`config.mk`:
```
export PLATFORM = sky130hd
export DESIGN_NAME = bcs_ram
export DESIGN_NICKNAME = d
export VERILOG_FILES = /design/src/rtl/bcs_ram.sv
export SDC_FILE = /design/constraint.sdc
export NUM_CORES = 1
export LEC_CHECK = 0
export ABC_AREA = 1
export BUFFER_PORTS_ARGS = -buffer_cell sky130_fd_sc_hd__buf_4
export CAP_MARGIN = 10
export CELL_PAD_IN_SITES_DETAIL_PLACEMENT = 0
export CELL_PAD_IN_SITES_GLOBAL_PLACEMENT = 1
export CORE_MARGIN = 5
export CORE_UTILIZATION = 40
export DETAILED_ROUTE_END_ITERATION = 6
export PLACE_DENSITY_LB_ADDON = 0.08
export SLEW_MARGIN = 20
export SYNTH_ARGS = -nofsm -noshare
export SYNTH_HDL_FRONTEND = slang
export SYNTH_SLANG_ARGS = --single-unit
```
`constraint.sdc`:
```
create_clock -name clk_i -period 2.3 [get_ports clk_i]
set_input_delay 0.46 -clock clk_i [delete_from_list [all_inputs] [get_ports clk_i]]
set_output_delay 0.46 -clock clk_i [all_outputs]
set_load 0.02 [all_outputs]
```
`src/rtl/bcs_ram.sv`:
```
// Generic single-port-write, single-read RAM with registered read data.
module bcs_ram #(
  parameter int unsigned Width = 24,
  parameter int unsigned Depth = 16
) (
  input  logic                     clk_i,
  input  logic                     we_i,
  input  logic [$clog2(Depth)-1:0] waddr_i,
  input  logic [Width-1:0]         wdata_i,
  input  logic [$clog2(Depth)-1:0] raddr_i,
  output logic [Width-1:0]         rdata_o
);
  logic [Width-1:0] mem_q [Depth];

  always_ff @(posedge clk_i) begin
    if (we_i) begin
      mem_q[waddr_i] <= wdata_i;
    end
    rdata_o <= mem_q[raddr_i];
  end
endmodule

```
### Word level (Yosys, flattened, before mapping)

Memories as Yosys holds them, arrays and structs flattened. A register that Yosys moved wholly into a read port is not among the register bits.
Index checks and enable logic that the tools add are counted.

* input bits: 34
* word-level logic and storage cells: 3
* flip-flop bits (word level): 0
* memories kept: 1
* memory bits (writable): 384
* output and inout port bits: 24

* mux-type cells: 2

Memories
* mem_q: depth 16, width 24, read ports 1, clocked after Yosys merged registers in 1, write ports 1, RTL line 13 `logic [Width-1:0] mem_q [Depth];`

Operator list (number)
* $mux 1: 2

### Depth between registers and ports, before layout

Gate-level depths: netlist (run 1).

* depth in word-level cells: 2
* gate-level depth with buffers: 9
* gate-level depth less buffers: 7

### Least setup slack after synthesis (run 1)

No wires, ideal clock.

* kind: input -> register
* from: in waddr_i[2]
* to: mem mem_q[10][0], enable pin
* arrival: 1701 ps
* library setup time: 405 ps
* stages: 2
* buffers on the path: 0
* path slack: 194 ps
* data required time: 1895 ps
* cell sequence: nand3b_1 > nor2_1

RTL lines
* from (decl): RTL line 8 `input logic [$clog2(Depth)-1:0] waddr_i,`
* to (decl): RTL line 13

Straight into the memory's write port.

### Worst setup path after layout (run 1)

* from: reg rdata_o[5], read port of mem_q
* to: out rdata_o[5]

RTL lines
* from (decl): RTL line 11 `output logic [Width-1:0] rdata_o`

No word-level cell between the ends.

==> key figures, run 1 <==
Synthesis
  • Main combinational cell family by area after synthesis: simple AND/OR/NAND/NOR gates
  • Xor/xnor share of the synthesized area: 0%
  • Multiplexer area fraction after synthesis: 0%
  • Synth Area in Compound Gates: 0%
  • Post-Syn Instances: 1597
  • Synth Area in Simple Gates: 20.27%
  • Mapped Area: 16950 µm²
  • Synth Net Count: 1631
  • Post-Synth Adder-Cell Area: 0%
  • Mean Syn Cell Area: 10.61 µm²
  • Register area share after synthesis: 70.86%
  • Ys Warns: 0
  • Synth Register Bits: 408
  • Synth unique cells: 12

Routing
  • DRT iter0 DRCs: 797
  • Routed vias/inst: 4.805
  • Post-route ant nets: 0
  • Routed length per placed instance: 20.16 µm
  • Drt pass-1 iters: 5
  • Via count: 10745
  • WL final: 45080 µm
  • DRC viols: 0

Clock tree
  • Clk root buf: clkbuf_16
  • # H-tree levels: 2
  • Worst-path clk slew: 60 ps
  • Post-CTS setup buffer count: 0
  • CTS tree: built
  • Cts repair resizes: 0
  • Maximum clock path buffer count: 3
  • Hold buffer count at cts: 0
  • TritonCTS buffer count: 45
  • Clk Latency, worst-skew pair: 550 ps
  • TritonCTS Sinks: 408

Die
  • Core area: 41950 µm²
  • Rows: 75
  • Initial core utilization: 40.41%
  • Height of the die: 215.9 µm
  • Die width: 215.9 µm
  • Total die area: 46600 µm²
  • Boundary Pins: 58

Layout
  • Antenna cells: 0
  • Register Area: 12010 µm²
  • Layout overhead on the synthesized area: 17.09%
  • Area of the multi-input gates: 3556 µm²
  • Fill cell count: 3869
  • Layout cells sized above 1: 10.37%
  • Nets: 1700

GRT
  • Grt ovf: 0
  • Vias in the first global route: 10576
  • Initial antenna violation count: 1
  • Pin count of the biggest net entering global routing: 97
  • Gr usage total: 19.29%
  • First-pass GRT wire length: 68100 µm

Timing
  • Post-Route Skew: 10.55 ps
  • Worst setup margin: 711.7 ps
  • Final period util: 69.05%
  • Setup_tns: 0 ps
  • Tmin final: 1588 ps
  • Relative slew margins: 61.84%
  • Pins over their slew limit: 0
  • Final setup vio count: 0
  • RSZ-0062 raised after global routing: false
  • Max Clk Rate: 629.6 MHz
  • Tightest Pin Transition: 572.3 ps
  • Final Hold Viols: 0

Worst setup path
  • Kind of cell adding the most delay to the critical path: flip-flops
  • R2R setup slack: 1270 ps
  • CP startpoint kind: register
  • CP arrival: 1130 ps
  • Critical path capture point type: primary output
  • Worst-path fanout max: 1
  • Crit Path Class: reg2out
  • CP max stage delay: 400 ps
  • Cell Chain, Critical Path: buf_4
  • Reg2reg end: rdata_o[7]
  • Reg-to-reg startpoint: mem_q[15][7]
  • Critical Path RT: 1840 ps
  • Buf/Inv on CP: 1
  • Reg2Reg Depth: 6
  • CP max-delay cell: dfxtp_1

Hold path
  • Worst Hold Depth: 1
  • Hold/Removal Path Class: in2reg
  • Worst Hold End: mem_q[14][2]
  • HP Start: wdata_i[2]

Power
  • PD cells: 828.3 nW/µm²
  • Peak supply drop: 0.5414 mV
  • Leakage power: 8.384 nW

Place
  • Post-DP HPWL: 25240 µm
  • GPL Wtd Cong: 0.7331
  • IO Port Bufs: 57
  • Placement Setup Slack: 398.3 ps

Run status
  • Status: finished clean

Flow run
  • Maxcap violations: 0
## cells by family (layout without fill, tap and decap cells)
logic type	Yosys count	count (layout)
simple gates	817	817
flops	408	408
buf+inv	372	472
## cell type report
| class | count | area share, % |
|---|---|---|
| sequential | 408 | 60.51 |
| multi-input combinational | 817 | 17.91 |
| clock buffer | 70 | 6.449 |
| inverter | 294 | 5.591 |
| timing repair buffer | 100 | 5.566 |
| tap | 539 | 3.398 |
| clock inverter | 8 | 0.5673 |
## sequential cells by signal, indices dropped and copies added (netlist names)
register and flops:
rdata_o 24, mem_q 384
## synthesized netlist by cell type
cell type / instances / area, µm²
buf_1: 8 / 30.03
edfxtp_1: 384 / 11530
buf_2: 44 / 220.2
nand3_1: 289 / 1446
dfxtp_1: 24 / 480.5
buf_4: 14 / 105.1
inv_1: 292 / 1096
clkbuf_1: 12 / 45.04
nor2_1: 17 / 63.81
nand3b_1: 2 / 15.01
nand2_1: 509 / 1911
inv_2: 2 / 7.510
## how the worst max path moves through the flow
| stage | startpoint | endpoint | slack (ps) | cells after the start |
|---|---|---|---|---|
| global route | rdata_o[5] | rdata_o[5] | 640 | 1 |
| finish | rdata_o[5] | rdata_o[5] | 710 | 1 |
| CTS | rdata_o[5] | rdata_o[5] | 660 | 1 |
| detailed placement | raddr_i[1] | rdata_o[18] | 400 | 7 |
| floorplan | waddr_i[2] | mem_q[10][0] | 190 | 2 |
| global placement | raddr_i[1] | rdata_o[7] | 390 | 7 |
## report_power, final
part	switching, W	total [W]	internal (W)
Combinational	0.000784	0.00114	0.000358
Clock	0.00280	0.00693	0.00413
Sequential	0.0000605	0.00837	0.00831
## metal layers
layer	wire (µm)	track usage [%]	up-vias
met5	13	0	-
met4	1039	5.547	2
met3	1950	2.915	72
met2	21170	31.37	207
met1	20910	27.12	5175
li1	-	-	5289
## per-stage QoR
step / hold WS, ps / utilization [%] / instances / cell area (µm²) / power [W]
2_1_floorplan: 558.9 / - / 1597 / 16950 / 0.009112
3_3_place_gp: 644.2 / 44.00 / 2158 / 18460 / 0.009693
3_5_place_dp: 636.5 / 44.00 / 2158 / 18460 / 0.009690
4_1_cts: 197.8 / 47.32 / 2236 / 19850 / 0.01664
5_1_grt: 226.7 / 47.32 / 2236 / 19850 / 0.01706
6_report: 228.7 / 47.32 / 2236 / 19850 / 0.01644
## layout by cell type, fill, tap and decap left out, drive strengths merged
cell type / n
nand2: 509
edfxtp: 384
inv: 293
nand3: 289
buf: 100
clkbuf: 70
dfxtp: 24
nor2: 17
clkinv: 6
bufinv: 3
nand3b: 2
Power figures use the tool's default switching activity.
==> run 2: changes to the inputs <==
clock period = 1.31 ns   (was 2.3 ns; I/O delays follow)
==> run 2 against run 1 <==
Net effect: the run now ends with negative setup slack left; total power grew 83%; core utilization up 3.0 points; clock skew fell by 0.51 ps; sequential share of layout area fell by 3.5 points; non-clock buffer count up 70; register-to-register slack lost 910 ps.
==> key figures, run 2 (synthesized netlist as in run 1, its figures left out) <==
Run status
  • Status: complete, but fails checks (was finished clean)
  • Failing checks: negative setup slack

Flow run
  • Maxcap violations: 0 (unchanged)

GRT
  • Grt ovf: 0 (unchanged)
  • Vias in the first global route: 10910 (was 10576)
  • Pin count of the biggest net entering global routing: 42 (was 97)
  • First-pass GRT wire length: 68420 µm (was 68100 µm)
  • Initial antenna violation count: 1 (unchanged)
  • Gr usage total: 19.38% (was 19.29%)

Worst setup path
  • Crit Path Class: reg2out (unchanged)
  • R2R setup slack: 360 ps (was 1270 ps)
  • Reg2Reg Depth: 6 (unchanged)
  • Number of cells on the critical path: 1 (unchanged)
  • CP arrival: 1060 ps (was 1130 ps)
  • CP endpoint: rdata_o[12] (was rdata_o[5])
  • Kind of cell adding the most delay to the critical path: flip-flops (unchanged)
  • Reg-to-reg startpoint: mem_q[9][16] (was mem_q[15][7])
  • Reg2reg end: rdata_o[16] (was rdata_o[7])
  • Buf/Inv on CP: 1 (unchanged)
  • Cell Chain, Critical Path: buf_6 (was buf_4)
  • Critical Path RT: 1050 ps (was 1840 ps)
  • Worst-path fanout max: 1 (unchanged)
  • Startpoint of the worst setup timing path: rdata_o[12] (was rdata_o[5])
  • CP max stage delay: 360 ps (was 400 ps)
  • Critical path capture point type: primary output (unchanged)
  • CP startpoint kind: register (unchanged)
  • CP max-delay cell: dfxtp_2 (was dfxtp_1)

Timing
  • Tmin final: 1319 ps
  • Pins over their slew limit: 0 (unchanged)
  • Post-Route Skew: 10.03 ps (was 10.55 ps)
  • Final setup vio count: 2 (was 0)
  • Final Hold Viols: 0 (unchanged)
  • Tightest Pin Transition: 308.3 ps (was 572.3 ps)
  • Relative slew margins: 79.45% (was 61.84%)
  • Final period util: 100.7%
  • RSZ-0062 raised after global routing: true (was false)
  • Worst setup margin: -9.057 ps (was 711.7 ps)
  • Max Clk Rate: 758.1 MHz
  • Setup_tns: -11.39 ps (was 0 ps)

Layout
  • Fill cell count: 3736 (was 3869)
  • Biggest regs: mem_q (384), rdata_o (24) (unchanged)
  • Biggest register: mem_q (unchanged)
  • Finished Layout Cells: 2314 (was 2236)
  • Most common cell after layout, fill and taps aside: nand2_1 (unchanged)
  • Layout overhead on the synthesized area: 24.58% (was 17.09%)
  • Final core occ: 50.34% (was 47.32%)
  • Antenna cells: 0 (unchanged)
  • Commonest non-fill, non-tap cells in the layout: nand2_1 (505), edfxtp_1 (384), inv_1 (291) (was nand2_1 (509), edfxtp_1 (384), inv_1 (291))
  • Nets: 1771 (was 1700)
  • Max reg flops: 384 (unchanged)
  • Layout cells sized above 1: 15.77% (was 10.37%)

Die
  • Core area: 41950 µm² (unchanged)
  • Height of the die: 215.9 µm (unchanged)
  • Total die area: 46600 µm² (unchanged)
  • Initial core utilization: 40.41% (unchanged)
  • Die width: 215.9 µm (unchanged)
  • Boundary Pins: 58 (unchanged)
  • Rows: 75 (unchanged)

Power
  • PD cells: 1424 nW/µm² (was 828.3 nW/µm²)
  • Total power draw: 0.03007 W (was 0.01644 W)
  • Leakage power: 8.972 nW (was 8.384 nW)
  • Peak supply drop: 0.9531 mV (was 0.5414 mV)

Routing
  • Via count: 11004 (was 10745)
  • Wl on met1: 21570 µm (was 20910 µm)
  • Met2 WL: 20640 µm (was 21170 µm)
  • DRT iter0 DRCs: 716 (was 797)
  • Routed vias/inst: 4.755 (was 4.805)
  • WL final: 45080 µm (about the same)
  • Routed length per placed instance: 19.48 µm (was 20.16 µm)
  • Metal3 WL: 1916 µm (was 1950 µm)
  • Post-route ant nets: 0 (unchanged)
  • DRC viols: 0 (unchanged)
  • Drt pass-1 iters: 5 (unchanged)
  • Top Metal Used: met5 (unchanged)

Place
  • Placed insts: 2218 (was 2158)
  • Post-DP HPWL: 27890 µm (was 25240 µm)
  • GPL Wtd Cong: 0.7652 (was 0.7331)
  • IO Port Bufs: 57 (unchanged)

Clock tree
  • Clk Latency, worst-skew pair: 570 ps (was 550 ps)
  • TritonCTS buffer count: 46 (was 45)
  • TritonCTS Sinks: 408 (unchanged)
  • CTS tree: built (unchanged)
  • Worst-path clk slew: 60 ps (about the same)
  • Maximum clock path buffer count: 3 (unchanged)
  • Clk root buf: clkbuf_16 (unchanged)
  • # H-tree levels: 2 (unchanged)

Hold path
  • Hold/Removal Path Class: in2reg (unchanged)
[run 2: changes by cell type in the layout (fill, tap and decap cells not counted), sizes merged]
cell,before,now
buf,100,160
dlygate4sd3,0,10
clkinv,6,12
clkinvlp,0,3
clkbuf,70,69
[run 2: repair_timing]
item	in CTS	in global routing
endpoints found under the setup margin	18	20
endpoints found under the hold margin	138	0
hold buffers	10	0
resized for setup	35	13
setup buffers	0	0
[run 2: layer usage]
metal,vias up,global-route usage (%)
li1,5435,-
met1,5303,28.22
met2,200,30.27
met3,64,3.545
met4,2,4.907
met5,-,0
[run 2: how the worst min path moves through the flow]
| stage | from | to | slack, ps | cells past startpoint |
|---|---|---|---|---|
| 2_1_floorplan | wdata_i[0] | mem_q[0][0] | 360 | 0 |
| 3_3_place_gp | wdata_i[14] | mem_q[10][14] | 580 | 1 |
| 3_5_place_dp | wdata_i[11] | mem_q[1][11] | 580 | 1 |
| 4_1_cts | wdata_i[23] | mem_q[4][23] | 0.08 | 1 |
| 5_1_grt | wdata_i[4] | mem_q[9][4] | 20 | 1 |
| 6_report | wdata_i[20] | mem_q[0][20] | 30 | 1 |
[run 2: power breakdown]
part	switching [W]	internal [W]	leakage, nW
clock network	0.00513	0.00792	0.760
registers	0.000111	0.0146	3.67
logic	0.00141	0.000895	4.54
[run 2: worst reg2reg max path: stages (launching register included)]
cell and delay (ps):
edfxtp_1 350, inv_1 60, nand2_1 50, nand3_1 80
nand3_1 110, nand3_1 140, nand2_1 60
[run 2: final cells by class]
type                       instances  area (µm²)  area share, %
sequential                       408       12050          57.04
multi-input combinational        817        3578          16.95
timing repair buffer             170        2155          10.20
clock buffer                      69        1391          6.588
inverter                         294        1110          5.255
tap                              539       674.4          3.194
clock inverter                    17       163.9         0.7762
[run 2: stage by stage]
step | setup WS [ps] | hold WS, ps | area, µm²
floorplan | -170.2 | 360.9 | 17090
global placement | -115.1 | 581.8 | 19340
detailed placement | -112.0 | 584.2 | 19340
CTS | -57.84 | 0.07605 | 21090
global route | -54.56 | 17.85 | 21120
finish | -9.057 | 32.81 | 21120
