--- src/rtl/bcs_pkg.sv ---
// Shared types and constants of the Bezier curve sampler.
package bcs_pkg;

  localparam int unsigned CoordW   = 24;
  localparam int unsigned SampleW  = 7;
  localparam int unsigned IndexW   = 6;
  localparam int unsigned TW       = 17;
  localparam int unsigned WeightW  = 33;
  localparam int unsigned QuoW     = 23;
  localparam logic [TW-1:0] OneQ16 = 17'h10000;
  localparam logic [SampleW-1:0] SampleReset = 7'd64;

  typedef struct packed {
    logic signed [CoordW-1:0] point_x;
    logic signed [CoordW-1:0] point_y;
    logic signed [CoordW-1:0] point_z;
  } point_t;

  typedef struct packed {
    logic signed [CoordW-1:0] curve_x;
    logic signed [CoordW-1:0] curve_y;
    logic signed [CoordW-1:0] curve_z;
    logic [IndexW-1:0]        sample_index;
    logic                     last_sample;
    logic                     point_dropped;
  } sample_t;

  // Handshake between the sequencer and the divider.
  typedef struct packed {
    logic            start;
    logic [QuoW-1:0] dividend;
    logic [IndexW-1:0] divisor;
  } div_req_t;

  typedef struct packed {
    logic     busy;
    logic [TW-1:0] quotient;
  } div_rsp_t;

endpackage

--- src/rtl/bcs_div.sv ---
// Restoring divider, one quotient bit per cycle, for the sample parameter t.
module bcs_div (
  input  logic              clk_i,
  input  logic              rst_ni,
  input  bcs_pkg::div_req_t req_i,
  output bcs_pkg::div_rsp_t rsp_o
);
  localparam int unsigned N    = bcs_pkg::QuoW;
  localparam int unsigned CntW = $clog2(N + 1);

  logic [N-1:0]   quo_q;
  logic [bcs_pkg::IndexW:0] rem_q;
  logic [bcs_pkg::IndexW-1:0] den_q;
  logic [CntW-1:0] cnt_q;
  logic [bcs_pkg::IndexW+1:0] trial;

  assign trial = {rem_q, quo_q[N-1]} - {2'b00, den_q};

  always_ff @(posedge clk_i or negedge rst_ni) begin
    if (!rst_ni) begin
      cnt_q <= '0;
    end else if (req_i.start) begin
      cnt_q <= CntW'(N);
    end else if (cnt_q != '0) begin
      cnt_q <= cnt_q - 1'b1;
    end
  end

  always_ff @(posedge clk_i) begin
    if (req_i.start) begin
      quo_q <= req_i.dividend;
      rem_q <= '0;
      den_q <= req_i.divisor;
    end else if (cnt_q != '0) begin
      // Remainder stays below the divisor, so one trial subtract per bit.
      if (!trial[bcs_pkg::IndexW+1]) begin
        rem_q <= trial[bcs_pkg::IndexW:0];
        quo_q <= {quo_q[N-2:0], 1'b1};
      end else begin
        rem_q <= {rem_q[bcs_pkg::IndexW-1:0], quo_q[N-1]};
        quo_q <= {quo_q[N-2:0], 1'b0};
      end
    end
  end

  // The full quotient can reach 2^17 + 1, so the halved value is returned.
  assign rsp_o.busy     = (cnt_q != '0) || req_i.start;
  assign rsp_o.quotient = quo_q[bcs_pkg::TW:1];
endmodule

--- config.mk ---
export PLATFORM = sky130hd
export DESIGN_NAME = bcs_div
export DESIGN_NICKNAME = d
export VERILOG_FILES = /design/src/rtl/bcs_pkg.sv /design/src/rtl/bcs_div.sv
export SDC_FILE = /design/constraint.sdc
export NUM_CORES = 1
export LEC_CHECK = 0
export BUFFER_PORTS_ARGS = -buffer_cell sky130_fd_sc_hd__buf_2
export CAP_MARGIN = 25
export CORE_ASPECT_RATIO = 1.25
export CORE_MARGIN = 2
export CORE_UTILIZATION = 30
export DETAILED_ROUTE_END_ITERATION = 8
export MAX_ROUTING_LAYER = met4
export PLACE_DENSITY = 0.57
export RECOVER_POWER = 100
export SYNTH_ARGS = -nofsm -noshare
export SYNTH_HDL_FRONTEND = slang
export SYNTH_SLANG_ARGS = --single-unit
--- constraint.sdc ---
create_clock -name clk_i -period 2.47 [get_ports clk_i]
set_input_delay 0.1235 -clock clk_i [delete_from_list [all_inputs] [get_ports clk_i]]
set_output_delay 0.1235 -clock clk_i [all_outputs]
set_load 0.01 [all_outputs]
**Yosys cells after proc, flatten, opt, wreduce, memory -nomap -nowiden**

Cells that the tools add are included.

- Bits in writable memories: 0
- Memory bits (read-only): 0
- Bits of input ports: 32
- Latch bits: 0
- Memories kept: 0
- Register bits after elaboration: 41
- Word-level logic and storage cells: 15

- Multiply operators: 0
- Div/mod/pow operators: 0
- Order comparisons: 0
- Eq/ne operators: 0
- Multiplexer cells: 6
- Shifts and indexed selects: 0
- Bitwise gates (word level): 0
- Reductions and logical operators: 3
- Add/subtract/negate cells: 2

Operators by type and width:

| kind | number |
|---|---|
| 23-bit two-way mux | 2 |
| 5-bit two-way mux | 2 |
| 8-bit by 6-bit subtractor with 8-bit output | 1 |
| 7-bit two-way mux | 1 |
| 5-bit nonzero test | 1 |
| 5-bit by 1-bit subtractor with 5-bit output, second input constant | 1 |
| 2-bit nonzero test | 1 |
| 1-bit logical OR | 1 |
| 1-bit two-way mux | 1 |

**Logic depth before layout (Yosys ltp)**

- Depth after elaboration: 4
- Gate-level depth with buffers: 9

**Worst setup path after synthesis**

No wires, ideal clock.

- Path type: reg-to-reg
- Start point: reg cnt_q[0]
- End point: reg quo_q[0], enable pin
- Cell stages (with the launch flop): 6
- Path buffers: 0
- Clock period less this slack: 2.194 ns
- Arrival time: 1.745 ns
- Setup slack: 0.276 ns
- Cell sequence: dfrtp_1 inv_1 ha_1 nand2b_1 nor3_1 nand2b_1

- Longest elaborated chain between the ends: 2

Ends and longest elaborated chain:

| item | line | text |
|---|---|---|
| start: declaration | bcs_div.sv:14 | `logic [CntW-1:0] cnt_q;` |
| start signal: assignment | bcs_div.sv:23 | `cnt_q <= CntW'(N);` |
| start signal: assignment | bcs_div.sv:25 | `cnt_q <= cnt_q - 1'b1;` |
| 5-bit nonzero test | bcs_div.sv:34 | `end else if (cnt_q != '0) begin` |
| 2-bit nonzero test (no source line) | - |  |
| end signal: assignment | bcs_div.sv:31 | `quo_q <= req_i.dividend;` |
| end signal: assignment | bcs_div.sv:38 | `quo_q <= {quo_q[N-2:0], 1'b1};` |
| end signal: assignment | bcs_div.sv:41 | `quo_q <= {quo_q[N-2:0], 1'b0};` |
| end: declaration | bcs_div.sv:11 | `logic [N-1:0] quo_q;` |

No other way between the ends.
A chain may end at the register's enable or synchronous reset.

**Final worst setup path**

- Start point: reg quo_q[22]
- End point: reg rem_q[6] (netlist bit)

- Longest elaborated chain between the ends: 2

Ends and longest elaborated chain:

| item | line | text |
|---|---|---|
| 8-bit by 6-bit subtractor with 8-bit output | bcs_div.sv:17 | `assign trial = {rem_q, quo_q[N-1]} - {2'b00, den_q};` |
| 7-bit two-way mux | bcs_div.sv:36 | `if (!trial[bcs_pkg::IndexW+1]) begin` |
| end signal: assignment | bcs_div.sv:37 | `rem_q <= trial[bcs_pkg::IndexW:0];` |
| end signal: assignment | bcs_div.sv:40 | `rem_q <= {rem_q[bcs_pkg::IndexW-1:0], quo_q[N-1]};` |
| end: declaration | bcs_div.sv:12 | `logic [bcs_pkg::IndexW:0] rem_q;` |

No other way between the ends.

==> impl_metrics.prom <==
# TYPE chip_impl_metric gauge
chip_impl_info{name="status",value="finished clean"} 1
chip_impl_metric{name="count_of_input_and_output_buffers",unit=""} 49
chip_impl_metric{name="tightest_slew",unit="ns"} 0.675
chip_impl_metric{name="fillers",unit=""} 687
chip_impl_info{name="yosys_most_used_dff",value="sky130_fd_sc_hd__edfxtp_1"} 1
chip_impl_metric{name="power.density",unit="nW/um2"} 851
chip_impl_info{name="grt_setup_unrepaired",value="no"} 1
chip_impl_metric{name="routed_via_density",unit=""} 4.63
chip_impl_metric{name="drv.max_cap_violation_count",unit=""} 0
chip_impl_metric{name="gp_congestion",unit=""} 0.818
chip_impl_metric{name="drt_pass1_iterations",unit=""} 4
chip_impl_metric{name="floorplan.die.height",unit="um"} 98.4
chip_impl_info{name="tritoncts_clock_tree",value="done"} 1
chip_impl_metric{name="stdcell_area",unit="um2"} 2510
chip_impl_metric{name="maximum_fanout_count_along_the_critical_path",unit=""} 3
chip_impl_metric{name="first_pass_grt_wire_length",unit="um"} 6600
chip_impl_metric{name="critical_path_required",unit="ns"} 2.68
chip_impl_metric{name="area_share_of_the_leading_cell_type_in_the_synthesized_netlist",unit="%"} 40.7
chip_impl_metric{name="power.net_switching",unit="uW"} 669
chip_impl_metric{name="pwr-share-comb",unit="%"} 31.8
chip_impl_info{name="worst_path_max_delay_cell",value="sky130_fd_sc_hd__fa_1"} 1
chip_impl_info{name="crit_top_cell",value="sky130_fd_sc_hd__inv_1"} 1
chip_impl_metric{name="floorplan.io_pins",unit=""} 50
chip_impl_metric{name="number_of_antenna_repair_diodes",unit=""} 0
chip_impl_metric{name="cp_num_buf_inv",unit=""} 2
chip_impl_metric{name="cp.arrival",unit="ns"} 2.49
chip_impl_metric{name="synth.cell_area",unit="um2"} 2140
chip_impl_info{name="clockRootBuffer",value="sky130_fd_sc_hd__clkbuf_8"} 1
chip_impl_metric{name="layout_worst_path_cycle_share",unit="%"} 92.4
chip_impl_metric{name="synthArstFlopShare",unit="%"} 12.2
chip_impl_metric{name="cts.repair_timing.setup_buffer_count",unit=""} 0
chip_impl_metric{name="internal_power",unit="uW"} 1470
chip_impl_metric{name="die_area",unit="um2"} 7820
chip_impl_info{name="post_synth_main_area_contributors",value="sky130_fd_sc_hd__edfxtp_1 (41%), sky130_fd_sc_hd__mux2_2 (12%), sky130_fd_sc_hd__dfxtp_1 (6.6%)"} 1
chip_impl_metric{name="finalWorstPathRequiredPeriod",unit="ns"} 2.28
chip_impl_metric{name="ant_nets",unit=""} 0
chip_impl_metric{name="cts_bufs_inserted",unit=""} 5
chip_impl_metric{name="dpl.hpwl",unit="um"} 2930
chip_impl_metric{name="initial_core_utilization",unit="%"} 30.8
chip_impl_metric{name="clkLatencyLatePin",unit="ns"} 0.29
chip_impl_metric{name="multi_input_area",unit="um2"} 822
chip_impl_metric{name="r2r_cells",unit=""} 9
chip_impl_metric{name="final_cells",unit=""} 306
chip_impl_metric{name="critical_path.max_stage_delay",unit="ns"} 0.41
chip_impl_metric{name="synth-warning-count",unit=""} 0
chip_impl_metric{name="max-clock-path-buffers",unit=""} 2
chip_impl_metric{name="num_rows",unit=""} 34
chip_impl_info{name="crit_chain",value="inv_1, ha_1, inv_1, fa_1, a211oi_2, o21bai_1, a21o_1, or3_1, a311oi_1"} 1
chip_impl_metric{name="via_count",unit=""} 1416
chip_impl_metric{name="detail_route.drc_violations",unit=""} 0
chip_impl_metric{name="whs_path_depth",unit=""} 1
chip_impl_metric{name="cp_num_cells",unit=""} 9
chip_impl_info{name="timing_worst_setup_path_type",value="reg2reg"} 1
chip_impl_metric{name="synth.ff_latch_count",unit=""} 41
chip_impl_metric{name="seq_area",unit="um2"} 1140
chip_impl_info{name="count_leader_synth",value="sky130_fd_sc_hd__edfxtp_1"} 1
chip_impl_info{name="min_delay_worst_type",value="in2reg"} 1
chip_impl_metric{name="post_route_cells_drive_above_1_share",unit="%"} 29.2
chip_impl_metric{name="timing_hold_violations_final",unit=""} 0
chip_impl_metric{name="htree_num_levels",unit=""} 2
chip_impl_metric{name="fin_tns_setup",unit="ns"} 0
chip_impl_metric{name="placedInstanceArea",unit="um2"} 2380
chip_impl_metric{name="syn_nets",unit=""} 212
chip_impl_metric{name="vias_in_the_first_global_route",unit=""} 1471
chip_impl_metric{name="netlist-cell-type-count",unit=""} 33
chip_impl_metric{name="clock_group_share_of_total_power",unit="%"} 25.0
chip_impl_metric{name="fraction_of_power_spent_switching_nets",unit="%"} 31.3
chip_impl_info{name="synth_area_leader_cell",value="sky130_fd_sc_hd__edfxtp_1"} 1
chip_impl_metric{name="power.ir.vdd_worst",unit="uV"} 525
chip_impl_metric{name="maxSlewViolCount",unit=""} 0
chip_impl_metric{name="finish.net_count",unit=""} 255
chip_impl_metric{name="reg2reg_setup_slack",unit="ns"} 0.19
chip_impl_metric{name="finalSetupViolCount",unit=""} 0
chip_impl_metric{name="place_inst",unit=""} 293
chip_impl_metric{name="track_usage",unit="%"} 11.0
chip_impl_metric{name="synth_seq_area_share",unit="%"} 53.2
chip_impl_metric{name="grt_max_degree",unit=""} 25
chip_impl_metric{name="detailedRoute.firstIterationViolations",unit=""} 72
chip_impl_metric{name="cts_num_sinks",unit=""} 41
chip_impl_info{name="crit_family",value="compound AO/OA/AOI/OAI gates"} 1
chip_impl_metric{name="synth-edff-count",unit=""} 29
chip_impl_metric{name="clkTransAtPathRegs",unit="ns"} 0.09
chip_impl_metric{name="achievable-frequency",unit="MHz"} 438
chip_impl_metric{name="sequentialPowerShare",unit="%"} 43.1
chip_impl_metric{name="detail_route.wirelength",unit="um"} 3910
chip_impl_metric{name="slew_headroom",unit="%"} 55.0
chip_impl_metric{name="worst_clock_skew",unit="ns"} 0.0108
chip_impl_metric{name="routedWlPerCell",unit="um"} 12.8
chip_impl_info{name="crit_path_end_kind",value="register"} 1
chip_impl_info{name="crit_path_start_kind",value="register"} 1
chip_impl_metric{name="fp.dieW",unit="um"} 79.5
chip_impl_metric{name="leakage_component_of_the_power",unit="uW"} 0.000992
chip_impl_info{name="post_synth_most_frequent_cells",value="sky130_fd_sc_hd__edfxtp_1 (29), sky130_fd_sc_hd__mux2_2 (22), sky130_fd_sc_hd__buf_4 (17)"} 1
chip_impl_metric{name="syn_avg_cell_area",unit="um2"} 12.4
chip_impl_metric{name="flow.area_growth_from_synthesis",unit="%"} 17.4
chip_impl_metric{name="core_area",unit="um2"} 6930
chip_impl_metric{name="initial_antenna_violation_count",unit=""} 0
chip_impl_metric{name="netlist_instances",unit=""} 172
chip_impl_metric{name="globalRouteOverflowTotal",unit=""} 0
[placed cells by master, fill, tap and decap left out, drive strengths merged, types with 2 or more instances in the layout]
cell | Yosys | final
a211o | 2 | 2
a211oi | 4 | 4
a21o | 2 | 2
a21oi | 4 | 4
a311oi | 4 | 4
buf | 17 | 30
clkbuf | 5 | 28
dfrtp | 5 | 5
dfxtp | 7 | 7
dlygate4sd3 | 0 | 5
edfxtp | 29 | 29
ha | 7 | 7
inv | 10 | 10
mux2 | 23 | 23
nand2 | 6 | 6
nand2b | 6 | 6
nor2 | 12 | 12
nor3 | 2 | 2
nor4 | 2 | 2
o211ai | 4 | 4
o21ai | 6 | 6
o21bai | 2 | 2
or3 | 3 | 3
xnor2 | 3 | 3
[kinds of logic (layout without fill, tap and decap cells)]
family                   Yosys count  after routing  synth area share [%]
XOR/XNOR                           4              4                  1.64
flip-flops                        41             41                  53.2
AND/OR/NAND/NOR                   31             31                  6.85
AO/OA/AOI/OAI                     32             32                  12.1
adder cells (fa/ha/maj)            8              8                  5.03
buffers and inverters             32             76                  8.61
multiplexers                      24             24                  12.6
[cell type report]
cell class / count / area share [%]
repair buffers: 58 / 11.6
multi-input cells: 99 / 32.8
clock inverters: 3 / 1.65
well taps: 90 / 4.49
inverters: 10 / 1.50
flip-flops and latches: 41 / 45.3
clock buffers: 5 / 2.74
[worst paths after layout]
kind / to / start
setup / recovery: rem_q[6] / quo_q[22]
hold / removal: den_q[5] / req_i[5]
setup reg to reg: rem_q[6] / quo_q[22]
hold reg to reg: rem_q[2] / rem_q[2]
max in group asynchronous: cnt_q[2] / rst_ni
min in group asynchronous: cnt_q[4] / rst_ni
[metrics by stage]
step | worst slack [ns] | hold slack, ns | power [uW] | util (%)
2_1_floorplan | 0.276 | -0.172 | 1480 | -
5_1_grt | 0.0111 | 0.00132 | 2270 | 36.2
3_3_place_gp | 0.188 | -0.0555 | 1600 | 34.3
3_5_place_dp | 0.152 | -0.0545 | 1620 | 34.3
6_report | 0.188 | 0.0171 | 2130 | 36.2
4_1_cts | 0.120 | 0.00138 | 2160 | 36.5
[power by group through the flow]
| stage | Clock [uW] | Combinational (uW) | Sequential (uW) |
|---|---|---|---|
| after detailed placement | 0 | 679 | 936 |
| after floorplan | 0 | 563 | 915 |
| after global placement | 0 | 668 | 936 |
| after global routing | 576 | 752 | 939 |
| final | 534 | 680 | 920 |
| after CTS | 552 | 685 | 922 |
[flip-flops by register name, indices dropped and copies added (netlist names)]
| signal | cells |
|---|---|
| rem_q | 7 |
| den_q | 6 |
| cnt_q | 5 |
| quo_q | 23 |
[layer usage]
layer	up-vias	global-route usage, %	part of all wire [%]
met2	48	17.6	48
met3	4	3.42	6.7
met1	668	13.8	44
li1	696	-	-
met5	-	-	0
met4	0	2.39	0.74
[repair_timing]
| item | CTS | global route |
|---|---|---|
| setup endpoints to repair | 0 | 1 |
| gates resized for setup | 0 | 1 |
| hold buffers | 4 | 1 |
| endpoints found under the hold margin | 8 | 1 |
No activity file was read; power rests on OpenSTA's default activity.
